File: src/sv/stk_pkg.sv
package stk_pkg;

  // Default sizes, handed to the top level as parameter defaults
  localparam int K_MAX_DEF   = 32;
  localparam int ROW_MAX_DEF = 65536;

  // Fixed field widths
  localparam int KEY_W  = 32;
  localparam int POS_W  = 16;
  localparam int KCFG_W = 6;

  // Register file
  localparam int ADDR_W = 3;
  localparam int DATA_W = 32;
  localparam logic [ADDR_W-1:0] ADDR_K_COUNT = 3'd0;
  localparam logic [KCFG_W-1:0] K_COUNT_RST  = 6'd1;

  // Per-cycle command broadcast along the cell chain
  typedef struct packed {
    logic             insert;  // an element is taken in this cycle
    logic             shift;   // drain: every cell takes its right neighbor
    logic [KEY_W-1:0] key;     // key of the incoming element
    logic [POS_W-1:0] pos;     // row position of the incoming element
  } stk_ctrl_t;

  // Strict signed order of two keys
  function automatic logic key_above(logic [KEY_W-1:0] a, logic [KEY_W-1:0] b);
    key_above = $signed(a) > $signed(b);
  endfunction

endpackage

File: src/sv/stk_cell.sv
module stk_cell (
  input  logic                      clk,
  input  stk_pkg::stk_ctrl_t        ctrl,
  input  logic                      active,      // this slot holds a kept entry
  input  logic                      in_k,        // this slot lies below k
  input  logic                      left_above,  // new key ranks above left slot
  input  logic [stk_pkg::KEY_W-1:0] left_key,
  input  logic [stk_pkg::POS_W-1:0] left_pos,
  input  logic [stk_pkg::KEY_W-1:0] right_key,
  input  logic [stk_pkg::POS_W-1:0] right_pos,
  output logic [stk_pkg::KEY_W-1:0] key,
  output logic [stk_pkg::POS_W-1:0] pos,
  output logic                      above,
  output logic                      take
);

  // Empty slots rank below everything; equal keys never displace
  assign above = !active || stk_pkg::key_above(ctrl.key, key);

  // First slot that the new key beats takes it
  assign take = ctrl.insert && in_k && above && !left_above;

  // Hold, shift down on insert, shift up on drain
  always_ff @(posedge clk) begin
    if (ctrl.shift) begin
      key <= right_key;
      pos <= right_pos;
    end else if (ctrl.insert && in_k && left_above) begin
      key <= left_key;
      pos <= left_pos;
    end else if (take) begin
      key <= ctrl.key;
      pos <= ctrl.pos;
    end
  end

endmodule

File: config.mk
export PLATFORM = sky130hd
export DESIGN_NAME = stk_cell
export DESIGN_NICKNAME = d
export VERILOG_FILES = /design/src/sv/stk_pkg.sv /design/src/sv/stk_cell.sv
export SDC_FILE = /design/constraint.sdc
export NUM_CORES = 1
export LEC_CHECK = 0
export CAP_MARGIN = 20
export CORE_MARGIN = 5
export CORE_UTILIZATION = 50
export CTS_BUF_LIST = sky130_fd_sc_hd__clkbuf_16
export CTS_CLUSTER_DIAMETER = 120
export CTS_CLUSTER_SIZE = 28
export DETAILED_ROUTE_END_ITERATION = 12
export DONT_BUFFER_PORTS = 1
export GPL_TIMING_DRIVEN = 0
export PLACE_DENSITY = 0.61
export SYNTH_ARGS = -nofsm -noshare
export SYNTH_HDL_FRONTEND = slang
export SYNTH_SLANG_ARGS = --single-unit
File: constraint.sdc
create_clock -name clk -period 7.15 [get_ports clk]
set_input_delay 0.715 -clock clk [delete_from_list [all_inputs] [get_ports clk]]
set_output_delay 0.715 -clock clk [all_outputs]
set_load 0.05 [all_outputs]
==> out/qor.txt <==
status = completed
area growth from synthesis to layout = 11.6%
gr usage total = 20.2%
Worst Path Max Fanout = 4
leading area contributor after synthesis = edfxtp_1
area of the multi-input gates = 0.00168 sq mm
Die X = 91.3 um
antenna violations before repair = 0
Post-Route Utilization = 57.8%
worst-skew pair later-pin latency = 0.29 ns
Post-Synthesis Cells = 333
effective utilization at floorplan = 51.8%
CTS Buf Count = 5
Max Fclk = 0.247 GHz
yosys warns = 0
highest routed metal layer = met4
Final Power = 936 uW
synth top area cells = edfxtp_1 (44%), mux2i_1 (15%), ha_1 (12%)
worst setup margin = 3.10 ns
Core Area = 0.00639 sq mm
Required @ worst endpoint = 6.43 ns
Lkg Pwr = 1.77 nW
CTS H-tree depth = 2
vias in the first global route = 2525
n_diodes = 0
Post-CTS Setup Bufs = 0
WL final = 8970 um
CTS tree = built
FF/Latch Area = 0.00144 sq mm
wire per inst = 21.4 um
Worst path max stage delay = 0.67 ns
first-pass GRT wire length = 13300 um
cell row count = 29
wl on met1 = 3450 um
Worst R2R Setup Slack = 3.68 ns
pin count of the biggest net entering global routing = 23
Setup WS pre-CTS = 3.38 ns
met3 wire len = 998 um
Critical Path Stages = 8
nets@finish = 524
Longest Clk Path Bufs = 2
buffers added on ports = 0
Die Span Y = 91.3 um
setup TNS = 0 ns
WS Path Type = register to output port
Pwr Density = 254 mW/mm^2
Slew HR = 42.0%
GRT overflow = 0
Remaining DRCs = 0
Detailed Routing Iterations Pass 1 = 4
Vias = 2476
post_cts resized = 0
crit path capture = above
syn nets = 515
hpwl dp = 7450 um
vias per cell = 5.90
CP max stage cell = edfxtp_1
critical path arrival = 3.34 ns
RSZ-0062 raised after global routing = false
Critical Path Source Type = register
cts-stage hold buffer count = 0
Clock transition at path regs = 0.07 ns
# clock sinks = 48
minimum clock period = 4.05 ns
share of the synthesized area in the top cell type = 43.6%
I/O Pins = 200
# fillers = 575
met2 WL post-DR = 4380 um
max cap viols = 0
final setup violation count = 0
crit share post-route = 56.7%
Clock Tree Root = clkbuf_16
CP endpoint kind = output port
WP buf/inv = 2
share of layout cells above drive strength 1 = 5.83%
Most Frequent Cell on Critical Path = inv_1
end of the worst register-to-register path = key[15]
Setup crit start = key[31]
Layout Skew = 0.00481 ns
most frequent cells in the layout = nand2_1 (52), o21ai_0 (52), mux2i_1 (49), edfxtp_1 (48), inv_1 (36)
routability cong. = 0.800
hold crit path type = primary input to register
crit-path cells = inv_1 > ha_1 > nand4_2 > or4_4 > o21ai_0 > mux2i_1 > a311oi_2 > inv_1
Tightest Pin Transition = 0.865 ns
Synth cell types = 30
full die area = 0.00834 sq mm
Seq/Total Area, Yosys = 43.6%
cell area after synthesis = 0.00331 sq mm
Avg Cell Area, Syn = 9.93 sq um
crit-path leading delay family = simple AND/OR/NAND/NOR gates
Reg2Reg Depth = 9
DR iter-0 viols = 60
VDD IR max = 0.133 mV
Slew Viols, Final = 0
Fin. Hold Viols = 0
Antenna Nets Post-Route = 0
worst r2r src = key[31]
#FFs+latches synth = 48
==> synth_stat cells (all sizes together) <==
library cell  number
a2111oi            1
a211oi             3
a21o               1
a21oi              9
a221o              1
a311oi             1
and2b              1
buf                5
clkbuf            11
edfxtp            48
ha                32
inv               36
mux2i             49
nand2             52
nand3              5
nand4              8
nand4b             1
nor2               5
nor2b              1
nor3               1
o211ai             3
o21ai             53
o21bai             2
o32ai              1
or3                1
or4                2
==> worst reg2reg max path, delay by kind of cell, from the launching register on <==
family,cells,cell delay [ns]
AO/OA/AOI/OAI,3,1.02
AND/OR/NAND/NOR,2,0.73
flip-flops,1,0.67
buffers and inverters,2,0.36
adder cells (fa/ha/maj),1,0.34
multiplexers,1,0.10
==> area by class of cell <==
type / count / share of cell area (%)
clock inverters: 3 / 2.44
well taps: 77 / 2.61
multi-input cells: 233 / 45.6
inverters: 36 / 3.66
clock buffers: 5 / 3.39
flip-flops and latches: 48 / 39.1
plain buffers: 16 / 1.73
repair buffers: 2 / 1.49
==> registers in the layout, indices dropped and copies added, names as in the netlist <==
name / cells
key: 32
pos: 16
==> worst min-delay path by stage <==
stage / cells after the start / end / start / slack [ns]
2_1_floorplan: 2 / key[30] / right_key[30] / 0.90
3_3_place_gp: 2 / key[26] / right_key[26] / 0.91
3_5_place_dp: 2 / key[14] / right_key[14] / 0.92
4_1_cts: 2 / key[14] / right_key[14] / 0.62
5_1_grt: 2 / key[28] / right_key[28] / 0.62
6_report: 2 / key[7] / right_key[7] / 0.62
==> per-layer routing <==
metal	vias to the layer above	track usage, %
met2	131	34.4
met3	12	8.84
met4	0	5.38
li1	1215	-
met1	1118	23.2
met5	-	0
==> logic make-up (layout without fill, tap and decap cells) <==
| logic type | after synthesis | after routing | share of synthesized area, % |
|---|---|---|---|
| DFF | 48 | 48 | 43.6 |
| and+or+nand+nor | 77 | 77 | 10.7 |
| buffers and inverters | 52 | 62 | 6.02 |
| adders and majority gates | 32 | 32 | 12.1 |
| AOI/OAI and AO/OA | 75 | 75 | 12.7 |
| muxes | 49 | 49 | 14.8 |
==> where the power goes <==
part           leakage (nW)  internal [mW]  switching [mW]  total [mW]
clock                 0.104          0.236           0.104       0.340
sequential            0.485          0.348           0.113       0.461
combinational          1.18         0.0561          0.0784       0.135
total                  1.77          0.640           0.296       0.936
==> through the flow <==
step | instances | hold WS (ns) | instance area, sq um
after floorplan | 333 | 0.902 | 3310
after global placement | 410 | 0.909 | 3400
after detailed placement | 412 | 0.915 | 3470
after CTS | 420 | 0.619 | 3690
after global routing | 420 | 0.618 | 3690
final | 420 | 0.620 | 3690
Note: power is estimated with default switching activity, not from simulation.
